<file path="config.mk">
export PLATFORM = sky130hd
export DESIGN_NAME = sensor_poll_sequencer_core
export DESIGN_NICKNAME = d
export VERILOG_FILES = /design/src/rtl/sps_pkg.sv /design/src/rtl/sps_cfg_regs.sv /design/src/rtl/sps_step.sv /design/src/rtl/sensor_poll_sequencer_core.sv
export SDC_FILE = /design/constraint.sdc
export NUM_CORES = 1
export LEC_CHECK = 0
export BUFFER_PORTS_ARGS = -buffer_cell sky130_fd_sc_hd__buf_4
export CORE_MARGIN = 2
export CORE_UTILIZATION = 57
export DETAILED_ROUTE_END_ITERATION = 7
export GPL_TIMING_DRIVEN = 0
export PLACE_DENSITY_LB_ADDON = 0.05
export SLEW_MARGIN = 10
export SYNTH_ARGS = -nofsm -noshare
export SYNTH_HDL_FRONTEND = slang
export SYNTH_SLANG_ARGS = --single-unit
</file>
<file path="constraint.sdc">
create_clock -name i_clk -period 7.3 [get_ports i_clk]
set_clock_uncertainty 0.15 [all_clocks]
set_input_delay 1.46 -clock i_clk [delete_from_list [all_inputs] [get_ports i_clk]]
set_output_delay 1.46 -clock i_clk [all_outputs]
set_load 0.1 [all_outputs]
</file>
<file path="src/rtl/sps_pkg.sv">
// shared types, codes and constants for the sensor poll sequencer
package sps_pkg;

    localparam int unsigned RAW20_W = 20;
    localparam int unsigned PRESS_W = 14;
    localparam int unsigned TIME_W  = 16;
    localparam int unsigned RX_W    = 48;

    localparam logic [RAW20_W-1:0] BARO_MIN_RST = 20'd0;
    localparam logic [RAW20_W-1:0] BARO_MAX_RST = 20'd1048560;
    localparam logic [RAW20_W-1:0] TEMP_MIN_RST = 20'd0;
    localparam logic [RAW20_W-1:0] TEMP_MAX_RST = 20'd1048560;

    localparam logic [7:0] NO_DATA_BYTE = 8'hFF;

    // bus operation codes as seen on the result port
    typedef enum logic [2:0] {
        OP_NONE       = 3'd0,
        OP_FLOW_REQ   = 3'd1,
        OP_FLOW_READ  = 3'd2,
        OP_PRESS_READ = 3'd3,
        OP_BARO_ADDR  = 3'd4,
        OP_BARO_READ  = 3'd5
    } t_op;

    // transfer outcome codes
    typedef enum logic [1:0] {
        ERR_NONE  = 2'd0,
        ERR_NACK  = 2'd1,
        ERR_OTHER = 2'd2,
        ERR_SPARE = 2'd3
    } t_err;

    // event codes
    typedef enum logic {
        FUNC_START = 1'b0,
        FUNC_DONE  = 1'b1
    } t_func;

    // config register indexes
    typedef enum logic [1:0] {
        CFG_BARO_MIN = 2'd0,
        CFG_BARO_MAX = 2'd1,
        CFG_TEMP_MIN = 2'd2,
        CFG_TEMP_MAX = 2'd3
    } t_cfg_idx;

    // operation in flight, one-hot
    typedef enum logic [5:0] {
        PH_STOPPED    = 6'b000001,
        PH_FLOW_REQ   = 6'b000010,
        PH_FLOW_READ  = 6'b000100,
        PH_PRESS_READ = 6'b001000,
        PH_BARO_ADDR  = 6'b010000,
        PH_BARO_READ  = 6'b100000
    } t_phase;

    typedef struct packed {
        logic [RAW20_W-1:0] baro_min;
        logic [RAW20_W-1:0] baro_max;
        logic [RAW20_W-1:0] temp_min;
        logic [RAW20_W-1:0] temp_max;
    } t_cfg;

    typedef struct packed {
        t_op                next_op;
        logic               press_valid;
        logic [PRESS_W-1:0] press_raw;
        logic [TIME_W-1:0]  press_dt_us;
        logic               flow_valid;
        logic signed [15:0] flow_raw;
        logic [TIME_W-1:0]  flow_dt_us;
        logic               baro_valid;
        logic [RAW20_W-1:0] baro_raw;
        logic               temp_valid;
        logic [RAW20_W-1:0] temp_raw;
    } t_result;

    function automatic t_phase op_to_phase(input t_op op);
        t_phase ph;
        unique case (op)
            OP_FLOW_REQ:   ph = PH_FLOW_REQ;
            OP_FLOW_READ:  ph = PH_FLOW_READ;
            OP_PRESS_READ: ph = PH_PRESS_READ;
            OP_BARO_ADDR:  ph = PH_BARO_ADDR;
            OP_BARO_READ:  ph = PH_BARO_READ;
            default:       ph = PH_STOPPED;
        endcase
        return ph;
    endfunction

endpackage

</file>
<file path="src/rtl/sps_cfg_regs.sv">
// range limit registers written over the config port
module sps_cfg_regs (
    input  logic                i_clk,
    input  logic                i_rst_n,
    input  logic                i_cfg_valid,
    input  logic [1:0]          i_cfg_index,
    input  logic [19:0]         i_cfg_data,
    output logic                o_cfg_ready,
    output sps_pkg::t_cfg       o_cfg
);

    sps_pkg::t_cfg r_cfg;

    assign o_cfg_ready = 1'b1;
    assign o_cfg       = r_cfg;

    always_ff @(posedge i_clk) begin
        if (!i_rst_n) begin
            r_cfg.baro_min <= sps_pkg::BARO_MIN_RST;
            r_cfg.baro_max <= sps_pkg::BARO_MAX_RST;
            r_cfg.temp_min <= sps_pkg::TEMP_MIN_RST;
            r_cfg.temp_max <= sps_pkg::TEMP_MAX_RST;
        end else if (i_cfg_valid) begin
            unique case (sps_pkg::t_cfg_idx'(i_cfg_index))
                sps_pkg::CFG_BARO_MIN: r_cfg.baro_min <= i_cfg_data;
                sps_pkg::CFG_BARO_MAX: r_cfg.baro_max <= i_cfg_data;
                sps_pkg::CFG_TEMP_MIN: r_cfg.temp_min <= i_cfg_data;
                sps_pkg::CFG_TEMP_MAX: r_cfg.temp_max <= i_cfg_data;
                default:               r_cfg        <= r_cfg;
            endcase
        end
    end

endmodule

</file>
<file path="src/rtl/sps_step.sv">
// next-operation decision and sample extraction for one event
module sps_step (
    input  sps_pkg::t_phase     i_phase,
    input  logic [15:0]         i_last_press,
    input  logic [15:0]         i_last_flow,
    input  sps_pkg::t_cfg       i_cfg,
    input  logic                i_func,
    input  logic [1:0]          i_err_class,
    input  logic [47:0]         i_rx_data,
    input  logic [15:0]         i_now_us,
    output sps_pkg::t_result    o_res,
    output sps_pkg::t_phase     o_phase,
    output logic [15:0]         o_last_press,
    output logic [15:0]         o_last_flow
);

    logic [7:0]  b0, b1, b2, b3, b4, b5;
    logic [19:0] baro_p;
    logic [19:0] temp_t;
    logic        err_none;
    logic        err_nack;
    logic        no_data;

    assign b0 = i_rx_data[47:40];
    assign b1 = i_rx_data[39:32];
    assign b2 = i_rx_data[31:24];
    assign b3 = i_rx_data[23:16];
    assign b4 = i_rx_data[15:8];
    assign b5 = i_rx_data[7:0];

    assign baro_p   = {b0, b1, b2[7:4]};
    assign temp_t   = {b3, b4, b5[7:4]};
    assign err_none = (sps_pkg::t_err'(i_err_class) == sps_pkg::ERR_NONE);
    assign err_nack = (sps_pkg::t_err'(i_err_class) == sps_pkg::ERR_NACK);
    assign no_data  = (b0 == sps_pkg::NO_DATA_BYTE) && (b1 == sps_pkg::NO_DATA_BYTE)
                   && (b2 == sps_pkg::NO_DATA_BYTE);

    always_comb begin
        o_res        = '0;
        o_res.next_op = sps_pkg::OP_NONE;
        o_last_press = i_last_press;
        o_last_flow  = i_last_flow;

        if (sps_pkg::t_func'(i_func) == sps_pkg::FUNC_START) begin
            o_res.next_op = sps_pkg::OP_FLOW_REQ;
        end else begin
            unique case (i_phase)
                sps_pkg::PH_PRESS_READ: begin
                    if (err_nack) begin
                        o_res.next_op = sps_pkg::OP_PRESS_READ;
                    end else begin
                        // status bits must be clear for a usable sample
                        if (err_none && (b0[7:6] == 2'b00)) begin
                            o_res.press_valid = 1'b1;
                            o_res.press_raw   = {b0[5:0], b1};
                            o_res.press_dt_us = i_now_us - i_last_press;
                            o_last_press      = i_now_us;
                        end
                        o_res.next_op = sps_pkg::OP_FLOW_READ;
                    end
                end
                sps_pkg::PH_FLOW_REQ: begin
                    o_res.next_op = err_nack ? sps_pkg::OP_FLOW_REQ : sps_pkg::OP_FLOW_READ;
                end
                sps_pkg::PH_FLOW_READ: begin
                    if (err_nack) begin
                        o_res.next_op = sps_pkg::OP_PRESS_READ;
                    end else if (!err_none || no_data) begin
                        o_res.next_op = sps_pkg::OP_BARO_ADDR;
                    end else begin
                        o_res.flow_valid = 1'b1;
                        o_res.flow_raw   = {b0, b1};
                        o_res.flow_dt_us = i_now_us - i_last_flow;
                        o_last_flow      = i_now_us;
                        o_res.next_op    = sps_pkg::OP_FLOW_READ;
                    end
                end
                sps_pkg::PH_BARO_ADDR: begin
                    o_res.next_op = sps_pkg::OP_BARO_READ;
                end
                sps_pkg::PH_BARO_READ: begin
                    o_res.baro_raw   = baro_p;
                    o_res.temp_raw   = temp_t;
                    o_res.baro_valid = (baro_p > i_cfg.baro_min) && (baro_p < i_cfg.baro_max);
                    o_res.temp_valid = (temp_t > i_cfg.temp_min) && (temp_t < i_cfg.temp_max);
                    o_res.next_op    = sps_pkg::OP_PRESS_READ;
                end
                default: begin
                    o_res.next_op = sps_pkg::OP_NONE;
                end
            endcase
        end

        // a completion while stopped leaves the phase alone
        o_phase = (o_res.next_op == sps_pkg::OP_NONE) ? i_phase
                                                      : sps_pkg::op_to_phase(o_res.next_op);
    end

endmodule

</file>
<file path="src/rtl/sensor_poll_sequencer_core.sv">
// top level of the sensor poll sequencer: event register, step logic, result register
//
// usage
// - event channel (i_in_valid / o_in_stall): one beat per start or transfer-completion
//   event, carrying func, err_class, rx_data and now_us
// - result channel (o_out_valid / i_out_stall): one beat per event, giving the next
//   bus operation and any raw pressure, flow, barometer and temperature sample
// - config channel (i_cfg_valid / o_cfg_ready): writes the four 20-bit range limits;
//   ready is always high, writes are meant for idle periods only
// - an accepted event waits in the event register, and its result is loaded into the
//   result register once that register is free or draining
// - throughput: one event per cycle while the receiver does not stall; the event register and the result register each
//   hold one beat, and the sequencer state advances when a beat crosses between them
// - when the receiver stalls, the result register holds its beat, the event register
//   keeps its beat, and o_in_stall rises only once both are full
// - reset (synchronous, active low): the sequencer is stopped, both sample timestamps
//   are zero, the limits take their defaults and both registers are empty
module sensor_poll_sequencer_core (
    input  logic               i_clk,
    input  logic               i_rst_n,
    // event channel
    input  logic               i_in_valid,
    output logic               o_in_stall,
    input  logic               i_func,
    input  logic [1:0]         i_err_class,
    input  logic [47:0]        i_rx_data,
    input  logic [15:0]        i_now_us,
    // result channel
    output logic               o_out_valid,
    input  logic               i_out_stall,
    output logic [2:0]         o_next_op,
    output logic               o_press_valid,
    output logic [13:0]        o_press_raw,
    output logic [15:0]        o_press_dt_us,
    output logic               o_flow_valid,
    output logic signed [15:0] o_flow_raw,
    output logic [15:0]        o_flow_dt_us,
    output logic               o_baro_valid,
    output logic [19:0]        o_baro_raw,
    output logic               o_temp_valid,
    output logic [19:0]        o_temp_raw,
    // config channel
    input  logic               i_cfg_valid,
    output logic               o_cfg_ready,
    input  logic [1:0]         i_cfg_index,
    input  logic [19:0]        i_cfg_data
);

    // event register
    logic               r_in_vld;
    logic               r_func;
    logic [1:0]         r_err_class;
    logic [47:0]        r_rx_data;
    logic [15:0]        r_now_us;

    // sequencer state
    sps_pkg::t_phase    r_phase;
    sps_pkg::t_phase    n_phase;
    logic [15:0]        r_last_press;
    logic [15:0]        n_last_press;
    logic [15:0]        r_last_flow;
    logic [15:0]        n_last_flow;

    // result register
    logic               r_out_vld;
    sps_pkg::t_result   r_res;
    sps_pkg::t_result   n_res;

    sps_pkg::t_cfg      cfg;
    logic               advance;
    logic               in_take;

    // event beat moves to the result register when that one is free or draining
    assign advance    = r_in_vld && (!r_out_vld || !i_out_stall);
    assign o_in_stall = r_in_vld && !advance;
    assign in_take    = i_in_valid && !o_in_stall;

    sps_cfg_regs u_cfg (
        .i_clk       (i_clk),
        .i_rst_n     (i_rst_n),
        .i_cfg_valid (i_cfg_valid),
        .i_cfg_index (i_cfg_index),
        .i_cfg_data  (i_cfg_data),
        .o_cfg_ready (o_cfg_ready),
        .o_cfg       (cfg)
    );

    sps_step u_step (
        .i_phase      (r_phase),
        .i_last_press (r_last_press),
        .i_last_flow  (r_last_flow),
        .i_cfg        (cfg),
        .i_func       (r_func),
        .i_err_class  (r_err_class),
        .i_rx_data    (r_rx_data),
        .i_now_us     (r_now_us),
        .o_res        (n_res),
        .o_phase      (n_phase),
        .o_last_press (n_last_press),
        .o_last_flow  (n_last_flow)
    );

    // control state
    always_ff @(posedge i_clk) begin
        if (!i_rst_n) begin
            r_in_vld     <= 1'b0;
            r_out_vld    <= 1'b0;
            r_phase      <= sps_pkg::PH_STOPPED;
            r_last_press <= '0;
            r_last_flow  <= '0;
        end else begin
            if (in_take) begin
                r_in_vld <= 1'b1;
            end else if (advance) begin
                r_in_vld <= 1'b0;
            end

            if (advance) begin
                r_out_vld    <= 1'b1;
                r_phase      <= n_phase;
                r_last_press <= n_last_press;
                r_last_flow  <= n_last_flow;
            end else if (!i_out_stall) begin
                r_out_vld <= 1'b0;
            end
        end
    end

    // payload
    always_ff @(posedge i_clk) begin
        if (in_take) begin
            r_func      <= i_func;
            r_err_class <= i_err_class;
            r_rx_data   <= i_rx_data;
            r_now_us    <= i_now_us;
        end
        if (advance) begin
            r_res <= n_res;
        end
    end

    assign o_out_valid   = r_out_vld;
    assign o_next_op     = r_res.next_op;
    assign o_press_valid = r_res.press_valid;
    assign o_press_raw   = r_res.press_raw;
    assign o_press_dt_us = r_res.press_dt_us;
    assign o_flow_valid  = r_res.flow_valid;
    assign o_flow_raw    = r_res.flow_raw;
    assign o_flow_dt_us  = r_res.flow_dt_us;
    assign o_baro_valid  = r_res.baro_valid;
    assign o_baro_raw    = r_res.baro_raw;
    assign o_temp_valid  = r_res.temp_valid;
    assign o_temp_raw    = r_res.temp_raw;

    // at most one sensor produces a sample per beat
    a_one_sensor: assert property (@(posedge i_clk) disable iff (!i_rst_n)
        o_out_valid |-> $countones({o_press_valid, o_flow_valid,
                                    o_baro_valid || o_temp_valid}) <= 1)
        else $error("samples from more than one sensor in one beat");

    // no operation means no sample
    a_none_quiet: assert property (@(posedge i_clk) disable iff (!i_rst_n)
        (o_out_valid && (o_next_op == sps_pkg::OP_NONE)) |->
            (!o_press_valid && !o_flow_valid && !o_baro_valid && !o_temp_valid))
        else $error("sample reported with no next operation");

    // interval fields are zero without a sample
    a_dt_zero: assert property (@(posedge i_clk) disable iff (!i_rst_n)
        o_out_valid |-> ((o_press_valid || (o_press_dt_us == '0))
                      && (o_flow_valid || (o_flow_dt_us == '0))))
        else $error("interval reported without a sample");

    // the stored phase follows the operation handed out
    a_phase_track: assert property (@(posedge i_clk) disable iff (!i_rst_n)
        (advance && (n_res.next_op != sps_pkg::OP_NONE)) |=>
            (r_phase == sps_pkg::op_to_phase(sps_pkg::t_op'(o_next_op))))
        else $error("phase does not match last operation");

    // a stalled result with a waiting event blocks the event channel
    a_full_stall: assert property (@(posedge i_clk) disable iff (!i_rst_n)
        (r_in_vld && o_out_valid && i_out_stall) |-> o_in_stall)
        else $error("event taken while both registers are full");

endmodule
</file>
# Word-level counts from Yosys, hierarchy flattened
# Index checks and enable logic that the tools add are counted.
# op_classes
magnitude_cmp,4
n_reduce_logical,32
addsub,2
mux,13
n_bitwise,7
n_eq_ne,18
# ops
op,count
20-bit > comparator,2
20-bit < comparator,2
33-bit two-way mux,1
16-bit subtractor,2
31-bit two-way mux,1
6-bit case mux with 5 select lines,1
"8-bit equality test, second input constant",3
3-bit case mux with 5 select lines,1
2-bit AND reduction,6
5-bit AND reduction,2
3-bit two-way mux,3
1-bit logical AND,8
4-bit OR reduction,2
1-bit inverter,7
"3-bit by 2-bit equality test with 1-bit output, second input constant",2
"3-bit equality test, second input constant",2
"6-bit by 2-bit equality test with 1-bit output, second input constant",1
"6-bit by 3-bit equality test with 1-bit output, second input constant",1
"6-bit by 4-bit equality test with 1-bit output, second input constant",1
"6-bit by 5-bit equality test with 1-bit output, second input constant",1
"6-bit equality test, second input constant",1
2-bit logical NOT,3
3-bit OR reduction,2
1-bit logical NOT,5
9 further kinds,16
# totals
elab_cells,100
in_bits,94
reg_bits,296
out_inout_bits,112

# Depth between registers and ports, before layout
# logic_depth
depth_word,11
ltp_mapped,10
depth_no_buf,10

# By module
# From an unflattened synthesis, not the netlist that was laid out.
# hier_totals
hier_cells,1391
hier_area_um2,14761.7
# modules_own_cells
module,cells_each,seq_area_each_um2,area_per_inst_um2,n_inst
sensor_poll_sequencer_core,349,6085.8,6879.1,1
sps_step,738,0.0,4774.6,1
sps_cfg_regs,304,1601.5,3108.0,1

# Worst setup path after synthesis
# Ideal clock, no wire load.
# synth_timing
kind,input to register
startpoint,input i_out_stall
endpoint,register r_phase[4]
path_buffers,1
setup_slack_ns,1.350
arrival_time_ns,5.477
required_time_ns,6.826
stages,7
setup_ns,0.324
path_cell_list,nand2_1 > nand2_1 > inv_1 > clkbuf_1 > nand2_1 > nand2_1 > a211oi_1
# synth_via
elab_chain_len,4
# synth_rtl
element,line_no,source
"start, declared",sensor_poll_sequencer_core.sv:30,"input logic i_out_stall,"
1-bit logical NOT,n/a,
1-bit logical OR,sensor_poll_sequencer_core.sv:74,assign advance = r_in_vld && (!r_out_vld || !i_out_stall);
1-bit logical AND,sensor_poll_sequencer_core.sv:74,
named net advance,sensor_poll_sequencer_core.sv:70,logic advance;
2-bit AND reduction (no source line),n/a,
"end signal, assigned",sensor_poll_sequencer_core.sv:108,r_phase <= sps_pkg::PH_STOPPED;
"end signal, assigned",sensor_poll_sequencer_core.sv:120,r_phase <= n_phase;
"end, declared",sensor_poll_sequencer_core.sv:57,sps_pkg::t_phase r_phase;
# The timed path passes the listed nets, and every way through them passes these cells.
# A chain may end at the register's enable or synchronous reset.

# Worst setup path in the final report
# layout_timing
startpoint,input i_out_stall
endpoint,output o_in_stall
# layout_via
elab_chain_len,5
# layout_rtl
element,line_no,source
1-bit logical NOT,n/a,
1-bit logical OR,sensor_poll_sequencer_core.sv:74,
1-bit logical AND,sensor_poll_sequencer_core.sv:74,
1-bit logical NOT,sensor_poll_sequencer_core.sv:75,assign o_in_stall = r_in_vld && !advance;
1-bit logical AND,sensor_poll_sequencer_core.sv:75,
"end, declared",sensor_poll_sequencer_core.sv:23,"output logic o_in_stall,"
# Every way passes these cells.

==> results.ini <==
[grt]
grt_usage_pct=25.23
grt_antenna_before_repair=0
grt_pass1_wl_mm=51.51
grt-ovfl-total=0
grt_max_degree=64
grt_pass1_vias=10080

[place]
gp_congestion=0.8713
io_buffers=200
dp_slack_ns=3.575
dp_hpwl_mm=24.36
post_dp_cell_area_um2=15810

[timing]
rsz0062_at_grt=no
finalMaxSlewViolations=0
whs_ns=0.3109
worst_slack_ns=3.566
post-route-period-util_pct=51.15
period_needed_ns=3.734
slew_headroom_pct=16.06
fmax_mhz=267.8
setup_viol_count_final=0
hold_viol_final=0
worst_pin_slew_ns=1.250

[synthesis]
syn-cell-area_um2=13820
synth_cell_type_count=66
synth.area.top_cells=edfxtp_1 37%, dfxtp_1 17%, ha_1 9.8%
synth_edf_count=172
yosys_warnings=0
avgSynthCellArea_um2=10.68
synth_area_leader_cell=edfxtp_1
synth_flop_cell=edfxtp_1
synth_top_area_share_pct=37.36
synth_cells=1294
async_flop_share_pct=0
synth_seq_area_share_pct=54.74
ys_seq_elements=292
synth_nets=1498

[power]
combPwrFrac_pct=12.6
swShare_pct=26.43
vdd_drop_max_v=0.0001888
power_frac_seq_pct=48.9
p_sw_w=0.0009998
power_w=0.003782
power.leakage_nw=6.926
pwr-share-clk_pct=38.5
powerDensity_nw_per_um2=225.9
intPower_w=0.002782

[detailed_routing]
drt_iter0_drc=638
drt_pass1_iterations=5
vias=10340
wire_per_inst_um=17.56
drc_errors=0
vias_per_cell=5.515
finalWirelength_mm=32.91
ant_nets=0

[clocking]
clk_pin_slew_worst_paths_ns=0.06
cts.path.max_buffers=3
cts_setup_buffers=0
cts-root-buf=clkbuf_16
cts_made_buffers=31
clock_sinks=292
postCtsHoldBufs=0
clock_latency_ns=0.57
cts_tree=built
cts.repair.resized=0
ctsHtreeMaxLevel=1

[floorplan]
dieArea_um2=25520
ioPinCount=206
core_um2=23610
die_w_um=159.7
fp.dieH_um=159.7
start_util_pct=58.55
rows=56

[worst_hold_path]
min_from=r_last_flow[12]
hp-class=flop to flop
hold_depth=2
hold_end=r_last_flow[12]

[setup_path]
cp_max_fo=3
crit_path_start_kind=input port
slowest_stage=buf_4
critPathLaunch=i_out_stall
critical-path-max-stage-delay_ns=0.32
cp.required_ns=5.69
criticalPathCategory=input port to output port
reg2reg_to=o_baro_valid
path_cells=buf_4 -> and3_1 -> buf_4
cp-end-kind=output port
r2r_slack_ns=4.13
cp_common_cell=buf_4
cp.arrival_ns=2.12
r2r_start=r_phase[0]
reg2regPathDepth=6

[cells_and_area]
stdcell_area_um2=16740
multi_input_area_um2=5599
drive_gt1_share_pct=17.62
fin_util_pct=70.91
fillers=1796
layout.nets=1734
seq_area_um2=7567
area_delta_synth_final_pct=21.12
diodes=0

[run]
drv_cap=0

[status]
status=complete, no violations

## worst max-delay path, delay by kind of cell
kind / cells / cell delay, ns
buffers and inverters: 2 / 0.41
and+or+nand+nor: 1 / 0.25
## cells in the final DEF (no fill, tap or decap), types with 39 or more instances in the layout
cell type,n
nand2_1,217
buf_4,201
edfxtp_1,172
dfxtp_1,120
inv_1,118
ha_1,108
a21boi_0,71
and3_1,50
clkbuf_1,49
nor2_1,39
## per-stage QoR
stage,instances,TNS [ns]
after CTS,1874,0
after floorplan,1294,0
after global placement,1813,-1.053
final,1874,0
after detailed placement,1816,0
after global routing,1874,0
## layout make-up
cell class              count  area share (%)
flip-flops and latches    292           45.19
multi-input cells         833           33.44
repair buffers            203           9.415
clock buffers              40           4.894
inverters                 119           2.675
well taps                 319           2.384
plain buffers              50           1.323
clock inverters            18          0.6800
## sequential cells by signal (all words and copies together) (netlist names), 20 cells and up
name / count
o_baro_raw: 20
o_temp_raw: 20
r_rx_data: 44
u_cfg.o_cfg: 80
## Yosys cell counts (all sizes together), types with 5 or more instances
cell	n
nand4	20
buf	8
a21o	22
and3	50
dfxtp	120
edfxtp	172
o21a	8
ha	108
a31oi	6
xnor2	16
nor2	41
nor2b	20
o21ai	36
nand3	8
xor2	8
a211oi	8
a21boi	81
and4	5
nand2b	12
inv	118
nor3	10
clkbuf	42
and2	33
nand2	218
o211ai	34
a21oi	35
## power groups by stage
stage,clock (W),sequential (W),combinational (W)
after floorplan,0,0.00202,0.000183
after global placement,0,0.00189,0.000454
after detailed placement,0,0.00188,0.000471
after CTS,0.00148,0.00185,0.000474
after global routing,0.00154,0.00185,0.000512
final,0.00146,0.00185,0.000475
## worst max-delay path by stage
stage / end / depth (start not counted)
2_1_floorplan: r_phase[4] / 7
3_3_place_gp: r_phase[4] / 8
3_5_place_dp: o_in_stall / 3
4_1_cts: o_in_stall / 3
5_1_grt: o_in_stall / 3
6_report: o_in_stall / 3
## routing by layer
layer | routed length (um) | up-vias | global-route usage (%)
met1 | 13410 | 4963 | 30.93
met2 | 16720 | 288 | 45.47
li1 | - | 5012 | -
met3 | 1828 | 72 | 4.260
met5 | 0 | - | 0
met4 | 954 | 0 | 7.851
## cell families (layout without fill, tap and decap cells)
group           count (synthesis)  in the layout  share of synthesized area, %
mux                             1              1                       0.07241
compound gates                257            257                         13.06
xor+xnor                       24             24                         1.520
fa+ha+maj                     110            110                         10.06
flops                         292            292                         54.74
simple gates                  440            440                         15.70
other cells                     1              1                       0.02713
buf+inv                       169            430                         4.815
Note: power is estimated with default switching activity, not from simulation.
